$ cat config.mk
export PLATFORM = sky130hd
export DESIGN_NAME = bounded_unordered_list_engine
export DESIGN_NICKNAME = d
export VERILOG_FILES = /design/src/design/bule_pkg.sv /design/src/design/bule_ctrl.sv /design/src/design/bule_dp.sv /design/src/design/bounded_unordered_list_engine.sv
export SDC_FILE = /design/constraint.sdc
export NUM_CORES = 1
export LEC_CHECK = 0
export CAP_MARGIN = 20
export CELL_PAD_IN_SITES_DETAIL_PLACEMENT = 0
export CELL_PAD_IN_SITES_GLOBAL_PLACEMENT = 1
export CORE_MARGIN = 4
export CORE_UTILIZATION = 35
export DETAILED_ROUTE_END_ITERATION = 6
export DONT_BUFFER_PORTS = 1
export PLACE_DENSITY = 0.64
export SYNTH_ARGS = -nofsm -noshare
export SYNTH_HDL_FRONTEND = slang
export SYNTH_SLANG_ARGS = --single-unit
$ cat constraint.sdc
create_clock -name clk -period 4.3 [get_ports clk]
set_input_delay 0.43 -clock clk [delete_from_list [all_inputs] [get_ports clk]]
set_output_delay 0.43 -clock clk [all_outputs]
set_load 0.02 [all_outputs]
$ cat src/design/bule_pkg.sv
// Shared types and operation codes for the bounded list engine.
package bule_pkg;

  localparam int ModeW  = 3;
  localparam int IdW    = 16;
  localparam int PayW   = 32;
  localparam int PosW   = 4;
  localparam int CountW = 5;
  localparam int CapW   = 5;

  localparam logic [CapW-1:0] CAP_RESET = 5'd16;

  localparam logic [ModeW-1:0] MODE_INS_FRONT = 3'd0;
  localparam logic [ModeW-1:0] MODE_INS_BACK  = 3'd1;
  localparam logic [ModeW-1:0] MODE_REM_FIRST = 3'd2;
  localparam logic [ModeW-1:0] MODE_REM_LAST  = 3'd3;
  localparam logic [ModeW-1:0] MODE_REM_ID    = 3'd4;
  localparam logic [ModeW-1:0] MODE_FIND_ID   = 3'd5;
  localparam logic [ModeW-1:0] MODE_REPL_ID   = 3'd6;

  typedef struct packed {
    logic [ModeW-1:0] mode;
    logic [IdW-1:0]   search_id;
    logic [IdW-1:0]   new_id;
    logic [PayW-1:0]  new_payload;
  } in_item_t;

  typedef struct packed {
    logic              ok;
    logic [PosW-1:0]   position;
    logic [CountW-1:0] count;
  } out_item_t;

  // Commands from the controller to the datapath.
  typedef struct packed {
    logic load;
    logic match;
    logic apply;
  } cmd_t;

endpackage

$ cat src/design/bule_ctrl.sv
// Controller state machine: sequences load, match and apply, owns result valid.
module bule_ctrl (
  input  logic          clk,
  input  logic          rst_n,
  input  logic          in_valid,
  output logic          in_ready,
  output logic          out_valid,
  input  logic          out_ready,
  output bule_pkg::cmd_t cmd
);

  typedef enum logic [2:0] {
    S_IDLE  = 3'b001,
    S_MATCH = 3'b010,
    S_APPLY = 3'b100
  } state_t;

  state_t state_r, state_nxt;
  logic   out_valid_r, out_valid_nxt;
  logic   out_free;

  assign out_free  = !out_valid_r || out_ready;
  assign in_ready  = (state_r == S_IDLE) || ((state_r == S_APPLY) && out_free);
  assign out_valid = out_valid_r;

  always_comb begin
    cmd.load  = in_valid && in_ready;
    cmd.match = (state_r == S_MATCH);
    cmd.apply = (state_r == S_APPLY) && out_free;
  end

  always_comb begin
    state_nxt = state_r;
    unique case (state_r)
      S_IDLE: begin
        if (cmd.load) state_nxt = S_MATCH;
      end
      S_MATCH: begin
        state_nxt = S_APPLY;
      end
      S_APPLY: begin
        // hold until the result slot frees up
        if (out_free) state_nxt = cmd.load ? S_MATCH : S_IDLE;
      end
      default: state_nxt = S_IDLE;
    endcase
  end

  always_comb begin
    if (cmd.apply) begin
      out_valid_nxt = 1'b1;
    end else if (out_ready) begin
      out_valid_nxt = 1'b0;
    end else begin
      out_valid_nxt = out_valid_r;
    end
  end

  always_ff @(posedge clk) begin
    if (!rst_n) begin
      state_r     <= S_IDLE;
      out_valid_r <= 1'b0;
    end else begin
      state_r     <= state_nxt;
      out_valid_r <= out_valid_nxt;
    end
  end

endmodule

$ cat src/design/bule_dp.sv
// Datapath: entry registers, count, capacity, parallel id compare and shift network.
module bule_dp #(
  parameter int MAX_ENTRIES = 16
) (
  input  logic                        clk,
  input  logic                        rst_n,
  input  bule_pkg::cmd_t              cmd,
  input  bule_pkg::in_item_t          in_data,
  input  logic                        cfg_we,
  input  logic [bule_pkg::CapW-1:0]   cfg_data,
  output bule_pkg::out_item_t         out_data
);

  localparam int N   = MAX_ENTRIES;
  localparam int CW  = $clog2(N + 1);
  localparam int IW  = (N > 1) ? $clog2(N) : 1;
  localparam int HW  = (IW > bule_pkg::PosW) ? IW : bule_pkg::PosW;
  localparam int CXW = (CW > bule_pkg::CountW) ? CW : bule_pkg::CountW;

  bule_pkg::in_item_t         item_r;
  bule_pkg::out_item_t        out_r, out_nxt;
  logic [bule_pkg::IdW-1:0]   ids_r  [N];
  logic [bule_pkg::IdW-1:0]   ids_nxt [N];
  logic [bule_pkg::PayW-1:0]  pays_r [N];
  logic [bule_pkg::PayW-1:0]  pays_nxt [N];
  logic [CW-1:0]              count_r, count_nxt;
  logic [bule_pkg::CapW-1:0]  cap_r;
  logic [N-1:0]               match_nxt, match_r;
  logic [N-1:0]               ge, first_hot;
  logic [HW-1:0]              hit_idx;
  logic                       hit;
  logic [CXW-1:0]             cap_ext, lim, cnt_ext;
  logic                       can_ins, not_empty;

  // Compare every live entry against the search id.
  always_comb begin
    for (int i = 0; i < N; i++) begin
      match_nxt[i] = (count_r > CW'(i)) && (ids_r[i] == item_r.search_id);
    end
  end

  // Pick the lowest match; ge marks positions at or above it.
  always_comb begin
    logic run;
    logic prev;
    run     = 1'b0;
    prev    = 1'b0;
    hit_idx = '0;
    for (int i = 0; i < N; i++) begin
      run          = run | match_r[i];
      ge[i]        = run;
      first_hot[i] = match_r[i] & ~prev;
      prev         = run;
      if (first_hot[i]) hit_idx = hit_idx | HW'(i);
    end
    hit = run;
  end

  always_comb begin
    cap_ext   = CXW'(cap_r);
    lim       = (cap_ext < CXW'(N)) ? cap_ext : CXW'(N);
    cnt_ext   = CXW'(count_r);
    can_ins   = cnt_ext < lim;
    not_empty = (count_r != '0);
  end

  always_comb begin
    logic ok;
    logic [HW-1:0] pos;
    ok        = 1'b0;
    pos       = '0;
    count_nxt = count_r;
    for (int i = 0; i < N; i++) begin
      ids_nxt[i]  = ids_r[i];
      pays_nxt[i] = pays_r[i];
    end
    unique case (item_r.mode)
      bule_pkg::MODE_INS_FRONT: begin
        if (can_ins) begin
          ok        = 1'b1;
          count_nxt = count_r + 1'b1;
          for (int i = 0; i < N; i++) begin
            if (i == 0) begin
              ids_nxt[i]  = item_r.new_id;
              pays_nxt[i] = item_r.new_payload;
            end else begin
              ids_nxt[i]  = ids_r[(i == 0) ? 0 : i - 1];
              pays_nxt[i] = pays_r[(i == 0) ? 0 : i - 1];
            end
          end
        end
      end
      bule_pkg::MODE_INS_BACK: begin
        if (can_ins) begin
          ok        = 1'b1;
          count_nxt = count_r + 1'b1;
          for (int i = 0; i < N; i++) begin
            if (CW'(i) == count_r) begin
              ids_nxt[i]  = item_r.new_id;
              pays_nxt[i] = item_r.new_payload;
            end
          end
        end
      end
      bule_pkg::MODE_REM_FIRST: begin
        if (not_empty) begin
          ok        = 1'b1;
          count_nxt = count_r - 1'b1;
          for (int i = 0; i < N - 1; i++) begin
            ids_nxt[i]  = ids_r[(i < N - 1) ? i + 1 : i];
            pays_nxt[i] = pays_r[(i < N - 1) ? i + 1 : i];
          end
        end
      end
      bule_pkg::MODE_REM_LAST: begin
        if (not_empty) begin
          ok        = 1'b1;
          count_nxt = count_r - 1'b1;
        end
      end
      bule_pkg::MODE_REM_ID: begin
        if (hit) begin
          ok        = 1'b1;
          count_nxt = count_r - 1'b1;
          // close the gap from the first match upward
          for (int i = 0; i < N - 1; i++) begin
            if (ge[i]) begin
              ids_nxt[i]  = ids_r[(i < N - 1) ? i + 1 : i];
              pays_nxt[i] = pays_r[(i < N - 1) ? i + 1 : i];
            end
          end
        end
      end
      bule_pkg::MODE_FIND_ID: begin
        if (hit) begin
          ok  = 1'b1;
          pos = hit_idx;
        end
      end
      bule_pkg::MODE_REPL_ID: begin
        if (hit) begin
          ok = 1'b1;
          for (int i = 0; i < N; i++) begin
            if (first_hot[i]) begin
              ids_nxt[i]  = item_r.new_id;
              pays_nxt[i] = item_r.new_payload;
            end
          end
        end
      end
      default: begin
      end
    endcase
    out_nxt.ok       = ok;
    out_nxt.position = pos[bule_pkg::PosW-1:0];
    out_nxt.count    = bule_pkg::CountW'(count_nxt);
  end

  always_ff @(posedge clk) begin
    if (!rst_n) begin
      count_r <= '0;
      cap_r   <= bule_pkg::CAP_RESET;
    end else begin
      if (cmd.apply) count_r <= count_nxt;
      if (cfg_we)    cap_r   <= cfg_data;
    end
  end

  always_ff @(posedge clk) begin
    if (cmd.load)  item_r  <= in_data;
    if (cmd.match) match_r <= match_nxt;
    if (cmd.apply) begin
      ids_r  <= ids_nxt;
      pays_r <= pays_nxt;
      out_r  <= out_nxt;
    end
  end

  assign out_data = out_r;

endmodule

$ cat src/design/bounded_unordered_list_engine.sv
// Top level of the bounded list engine: controller, datapath and assertions.
// Ordered list of up to MAX_ENTRIES (id, payload) entries driven by seven operations
// (insert front/back, remove first/last/by id, find by id, replace by id); each item
// returns one result with ok, the find position and the entry count afterward.
// An item passes through the compare state, which checks every live entry with search_id in
// parallel into a registered match vector, and then the apply state, which picks the lowest
// match and applies the shift or write across the entry registers. The next item is
// taken in the apply state, overlapping the last item's apply, while results
// are taken; a result left waiting holds the apply step. capacity_limit is written
// through the cfg port (resets to 16, saturates at MAX_ENTRIES); cfg_ready is always
// high. Entries need no clearing after reset.
module bounded_unordered_list_engine #(
  parameter int MAX_ENTRIES = 16
) (
  input  logic                      clk,
  input  logic                      rst_n,
  input  logic                      in_valid,
  output logic                      in_ready,
  input  bule_pkg::in_item_t        in_data,
  output logic                      out_valid,
  input  logic                      out_ready,
  output bule_pkg::out_item_t       out_data,
  input  logic                      cfg_valid,
  output logic                      cfg_ready,
  input  logic [bule_pkg::CapW-1:0] cfg_data
);

  bule_pkg::cmd_t cmd;

  assign cfg_ready = 1'b1;

  bule_ctrl u_ctrl (
    .clk       (clk),
    .rst_n     (rst_n),
    .in_valid  (in_valid),
    .in_ready  (in_ready),
    .out_valid (out_valid),
    .out_ready (out_ready),
    .cmd       (cmd)
  );

  bule_dp #(
    .MAX_ENTRIES (MAX_ENTRIES)
  ) u_dp (
    .clk      (clk),
    .rst_n    (rst_n),
    .cmd      (cmd),
    .in_data  (in_data),
    .cfg_we   (cfg_valid && cfg_ready),
    .cfg_data (cfg_data),
    .out_data (out_data)
  );

`ifndef NO_ASSERTIONS
  // A failed operation never reports a position.
  a_fail_pos_zero: assert property (@(posedge clk) disable iff (!rst_n)
    (out_valid && !out_data.ok) |-> (out_data.position == '0))
    else $error("failed result carries a nonzero position");

  // An accepted item goes through its compare cycle with the input closed.
  a_busy_after_accept: assert property (@(posedge clk) disable iff (!rst_n)
    (in_valid && in_ready) |=> !in_ready)
    else $error("input reopened during the compare cycle");

  // A new result appears only after a compare or apply cycle.
  a_result_after_match: assert property (@(posedge clk) disable iff (!rst_n)
    $rose(out_valid) |-> $past(cmd.match) || $past(cmd.apply))
    else $error("result raised without a preceding compare");
`endif

endmodule

==> results of run 1 <==
routing by layer:
metal  GRT usage [%]  wire length, um
met5               0                0
met4           4.202             1037
met3           4.150             3661
met2           30.10            24690
met1           27.74            24510
how the worst max path moves through the flow:
stage,endpoint,slack (ns),depth (start not counted)
finish,u_dp.ids_r[83],0.86,9
global route,u_dp.ids_r[255],0.59,9
CTS,u_dp.ids_r[255],0.86,9
detailed placement,u_dp.ids_r[243],0.88,9
global placement,u_dp.ids_r[243],0.88,9
floorplan,u_dp.ids_r[128],0.66,9
layout make-up:
class	instances	area, um2
clock buffers	46	1023
well taps	672	840.8
inverters	12	45.04
clock inverters	25	295.3
fillers	4842	30140
flip-flops and latches	331	9799
repair buffers	84	760.7
multi-input cells	891	7162
through the flow:
step | power, mW | hold WS (ns) | std cells | util (%) | setup slack [ns]
2_1_floorplan | 4.349 | 0.4518 | 1375 | - | 0.6620
3_3_place_gp | 4.520 | 0.4664 | 1948 | 36.33 | 0.8837
3_5_place_dp | 4.531 | 0.4791 | 1948 | 36.33 | 0.8794
4_1_cts | 8.035 | 0.000004885 | 2061 | 39.80 | 0.8595
5_1_grt | 8.245 | 0.02350 | 2061 | 39.80 | 0.5854
6_report | 7.982 | 0.02366 | 2061 | 39.80 | 0.8624
synth_stat cells, types with 5 or more instances:
| master | instances |
|---|---|
| a221o_1 | 224 |
| buf_2 | 78 |
| ha_1 | 9 |
| nand2_1 | 26 |
| o22ai_1 | 5 |
| and3_1 | 7 |
| xnor2_1 | 77 |
| and2_1 | 21 |
| edfxtp_1 | 317 |
| nor3_1 | 24 |
| o21ai_0 | 26 |
| nand3_1 | 13 |
| dfxtp_1 | 14 |
| inv_1 | 12 |
| clkbuf_1 | 46 |
| o21a_1 | 5 |
| a21oi_1 | 30 |
| mux2i_1 | 5 |
| nor2_1 | 50 |
| a31oi_1 | 5 |
| nand2b_1 | 9 |
| xor2_1 | 181 |
| nand4_1 | 28 |
| buf_6 | 11 |
| a21o_1 | 17 |
| a211oi_1 | 9 |
| nor4_1 | 50 |
| mux2_2 | 16 |
report_power, final:
part	leakage, nW	switching, mW	internal [mW]
clock network	0.641	1.40	2.07
registers	3.00	0.0519	3.61
logic	2.98	0.499	0.349
total	6.62	1.95	6.03
state kept, by name, indices dropped and copies added (netlist names):
register	cells
u_dp.cap_ext	5
u_dp.out_data	10
u_dp.ids_r	256
u_dp.match_r	16
u_dp.cnt_ext	5
u_ctrl.state_r	3
u_dp.item_r	35
u_ctrl.out_valid	1
worst max-delay path, stage by stage, from the launching register on:
cell      delay (ns)
dfxtp_1         0.51
inv_1           0.20
ha_1            0.29
nor4b_4         0.56
inv_1           0.09
a21oi_1         0.23
nor2_1          0.10
o221ai_2        0.77
nor2_1          0.15
buf_4           0.26
cells in the final DEF, fill, tap and decap left out, drive strengths merged, types with 3 or more instances in the layout:
cell type    instances
nand2b               9
a211oi               9
dfxtp               14
inv                 14
nor3                24
buf                 42
o22ai                5
a31oi                5
and3                 7
a21oi               31
ha                   9
a221o              224
and2                21
nand4               29
clkbuf              46
or2                  4
nor3b                4
o21a                 5
nand3               13
nor4b                3
mux2i                5
o21ai               27
a21o                17
dlygate4sd3         42
edfxtp             317
bufinv               6
xnor2               77
o211ai               4
mux2                16
nor2                51
nand2               28
clkinv              16
nor4                54
xor2               181
cells by family after synthesis:
logic type / count (synthesis) / synth area share (%)
buffers and inverters: 153 / 4.334
AND/OR/NAND/NOR: 254 / 8.130
AO/OA/AOI/OAI: 348 / 17.32
XOR/XNOR: 258 / 12.79
other: 1 / 0.02122
multiplexers: 21 / 1.303
adder cells (fa/ha/maj): 9 / 0.6374
flip-flops: 331 / 55.46
==> flow_metrics.tcl, run 1 <==
set metrics [dict create \
    status "complete, no violations" \
    cts.sinks 331 \
    crit_path_end_kind "flip-flop" \
    fin_crit_ns 3.438 \
    p_per_area_nw_per_um2 400.6 \
    fin_skew_ns 0.02923 \
    critical_path_arrival_ns 3.74 \
    synth_seq_cells 331 \
    synth_area_um2 17670 \
    grt_pass1_vias 12230 \
    crit_fanout 16 \
    start_kind "flip-flop" \
    path_class "reg2reg" \
    synth_top_area_share_pct 53.88 \
    seq_area_frac_synth_pct 55.46 \
    crit_start "u_dp.cnt_ext[1]" \
    die_h_um 232.7 \
    hold_viol 0 \
    rsz0062_at_grt "false" \
    synth_warnings 0 \
    min-delay-start "cfg_data[3]" \
    synthCells 1375 \
    clkTransAtPathRegs_ns 0.06 \
    route.detailed.drc 0 \
    cts_resized 0 \
    root_buffer "clkbuf_16" \
    post_cts_buffers 0 \
    fin_crit_sh_pct 79.94 \
    dp_hpwl_um 37010 \
    wl_per_cell_um 26.15 \
    drt-initial-drc-count 1318 \
    r2r_start "u_dp.cnt_ext[1]" \
    setup_tns_ns 0 \
    drv_cap 0 \
    setup_viol 0 \
    area_delta_synth_final_pct 12.78 \
    syn_nets 1461 \
    ys_top_cells_by_area "edfxtp_1 54%, a221o_1 13%, xor2_1 9.0%" \
    yosys.area.top_type "edfxtp_1" \
    antenna_found_initial 0 \
    reg2reg_slack_ns 0.86 \
    rr_worst_depth 9 \
    power.leakage_nw 6.618 \
    slew_headroom_pct 25.60 \
    grt_pass1_wl_um 80100 \
    portBuffers 0 \
    tightest_slew_ns 1.116 \
    numCtsBuffers 40 \
    clk_latency_ns 0.58 \
    ant_nets 0 \
    gp_congestion 0.8334 \
    start_util_pct 35.29 \
    cts_max_level 2 \
    drt-pass1-iter-count 5 \
    ioPinCount 90 \
    layout-drive-gt1-share_pct 10.22 \
    crit_required_ns 4.60 \
    cts_hold_buf 42 \
    fin_area_um2 19930 \
    synthArstFlopShare_pct 0 \
    grt_usage_pct 19.31 \
    min_to "u_dp.cap_ext[3]" \
    dieArea_um2 54140 \
    diodes 0 \
    dr_total_vias 12280 \
    wirelength_um 53900 \
    synthFlopType "edfxtp_1" \
    ir_drop_mv 0.2941 \
    postSynthAreaPerCell_um2 12.85 \
    placed_area_um2 18190 \
    grt_overflow 0 \
    placementRows 82 \
    slew_viol_final 0 \
    synth-edff-count 317 \
    coreArea_um2 50070 \
    via_per_inst 5.959 \
    min_path_type "in2reg" \
    grt_max_degree 225 \
    fmax_mhz 290.9 \
    die_x_um 232.7 \
    cts_tree "built" \
    timing.rr.end "u_dp.ids_r[83]" \
    hold_depth 2 \
    fin_nets 1446 \
    yosysUniqueCellTypes 65 \
    cts_buffer_depth 3 \
]
Note: power is estimated with default switching activity, not from simulation.
==> run 2, diff against run 1 <==
- PLACE_DENSITY: 0.64 -> 0.66
- clock period: 4.3 -> 3.05 ns (I/O delays scaled with it)
==> run 2 against run 1 <==
Effect of this change:
- wire length shrank 0.38%
- utilization grew 0.29 points
- cell count grew 1.5%
- critical path type unchanged
- largest power group unchanged
==> flow_metrics.tcl, run 2 (same netlist as run 1, synthesis figures left out) <==
set metrics [dict create \
    area_delta_synth_final_pct 13.60 \
    placed_area_um2 18470 \
    fin_nets 1479 \
    ant_nets 0 \
    comb_power_share_pct 11.7 \
    dr_total_vias 12310 \
    slew_viol_final 0 \
    cts.sinks 331 \
    final_cell_mix "317 x edfxtp_1, 224 x a221o_1, 181 x xor2_1" \
    gp_congestion 0.8583 \
    numCtsBuffers 38 \
    grt_max_degree 183 \
    grt_pass1_vias 12370 \
    cts_tree "built" \
    fin_crit_sh_pct 88.15 \
    fin_util_pct 40.09 \
    critical_path_arrival_ns 2.93 \
    slew_headroom_pct 33.01 \
    clk_latency_ns 0.58 \
    crit_fanout 16 \
    drt-pass1-iter-count 5 \
    crit_required_ns 3.29 \
    drv_cap 0 \
    worst_path_max_delay_cell "dfxtp_1" \
    drt-initial-drc-count 1275 \
    root_buffer "clkbuf_16" \
    cts_hold_buf 45 \
    grt_usage_pct 19.31 \
    largest_reg_flops 256 \
    min_path_type "in2reg" \
    start_util_pct 35.29 \
    portBuffers 0 \
    seqPwrFrac_pct 48.1 \
    rsz0062_at_grt "false" \
    coreArea_um2 50070 \
    diodes 0 \
    power_switching_mw 2.715 \
    grt_pass1_wl_um 79900 \
    post_cts_buffers 0 \
    p_per_area_nw_per_um2 534.5 \
    critPathMaxStageDelay_ns 0.31 \
    reg_top3 "u_dp.ids_r: 256 flops, u_dp.item_r: 35 flops, u_dp.match_r: 16 flops" \
    die_x_um 232.7 \
    clkPwrFrac_pct 40.2 \
    antenna_found_initial 0 \
    placementRows 82 \
    wirelength_um 53700 \
    cts_max_level 2 \
    power_mw 10.73 \
    dieArea_um2 54140 \
    cts_resized 0 \
    place_ws_ns 0.3904 \
    fmax_mhz 371.9 \
    regMostFlops "u_dp.ids_r" \
    hold_viol 0 \
    start_kind "flip-flop" \
    dp_hpwl_um 37550 \
    crit_path_end_kind "flip-flop" \
    wl_per_cell_um 25.68 \
    ir_drop_mv 0.4183 \
    die_h_um 232.7 \
    p_int_mw 8.013 \
    path_cells "inv_1 > nand2_1 > ha_1 > o21a_1 > nor2_1 > o21a_1 > o221ai_2 > buf_4 > nor4_4 > buf_4" \
    setup_viol 0 \
    via_per_inst 5.887 \
    layout-drive-gt1-share_pct 11.63 \
    path_class "reg2reg" \
    route.detailed.drc 0 \
    clkTransAtPathRegs_ns 0.06 \
    swShare_pct 25.31 \
    fin_skew_ns 0.03043 \
    tightest_slew_ns 1.005 \
    fin_crit_ns 2.689 \
    grt_overflow 0 \
    setup_tns_ns 0 \
    timing.final.ws_setup_ns 0.3613 \
    cts_buffer_depth 3 \
    layout_commonest_cell "edfxtp_1" \
    fin_area_um2 20070 \
    power.leakage_nw 6.715 \
    status "complete, no violations" \
    ioPinCount 90 \
]
run 2: cell types whose count changed in the layout (fill, tap and decap cells not counted), sizes merged:
cell,delta
buf,+32
clkinvlp,-1
dlygate4sd3,+3
bufinv,-5
clkbuf,+1
run 2: layout make-up:
cell class / instances / area [um2]
fillers: 4793 / 30000
multi-input cells: 891 / 7171
inverters: 12 / 45.04
clock inverters: 19 / 150.1
well taps: 672 / 840.8
repair buffers: 119 / 1081
clock buffers: 47 / 984.7
flip-flops and latches: 331 / 9799
run 2: stage by stage:
stage,instances,hold slack [ns]
global route,2091,0.2562
finish,2091,0.2594
CTS,2090,0.3186
global placement,1979,0.3907
detailed placement,1979,0.4039
floorplan,1375,0.4039
run 2: critical path, delay by kind of cell (launching register included):
family | cells | cell delay [ns]
fa+ha+maj | 1 | 0.29
flops | 1 | 0.31
compound gates | 3 | 0.50
buf+inv | 3 | 0.65
simple gates | 3 | 0.59
run 2: final timing paths:
check | startpoint | endpoint | slack [ns] | cells after the start
min | in_valid | u_dp.item_r[34] | 0.26 | 1
max | u_dp.cap_ext[4] | u_dp.ids_r[143] | 0.36 | 10
min reg2reg | u_dp.cap_ext[0] | u_dp.cap_ext[0] | 0.50 | 2
max reg2reg | u_dp.cap_ext[4] | u_dp.ids_r[143] | 0.36 | 10
run 2: power by group through the flow:
stage	registers (mW)	clock network (mW)	logic [mW]
4_1_cts	5.16	4.40	1.23
6_report	5.16	4.32	1.25
2_1_floorplan	5.20	0	0.931
5_1_grt	5.16	4.57	1.34
3_5_place_dp	5.26	0	1.17
3_3_place_gp	5.25	0	1.15
run 2: per-layer routing:
metal  GRT usage, %  part of all wire [%]
met1          27.12                    44
met2          30.21                    46
met3          4.567                   7.7
met4          4.819                   1.7
met5              0                     0
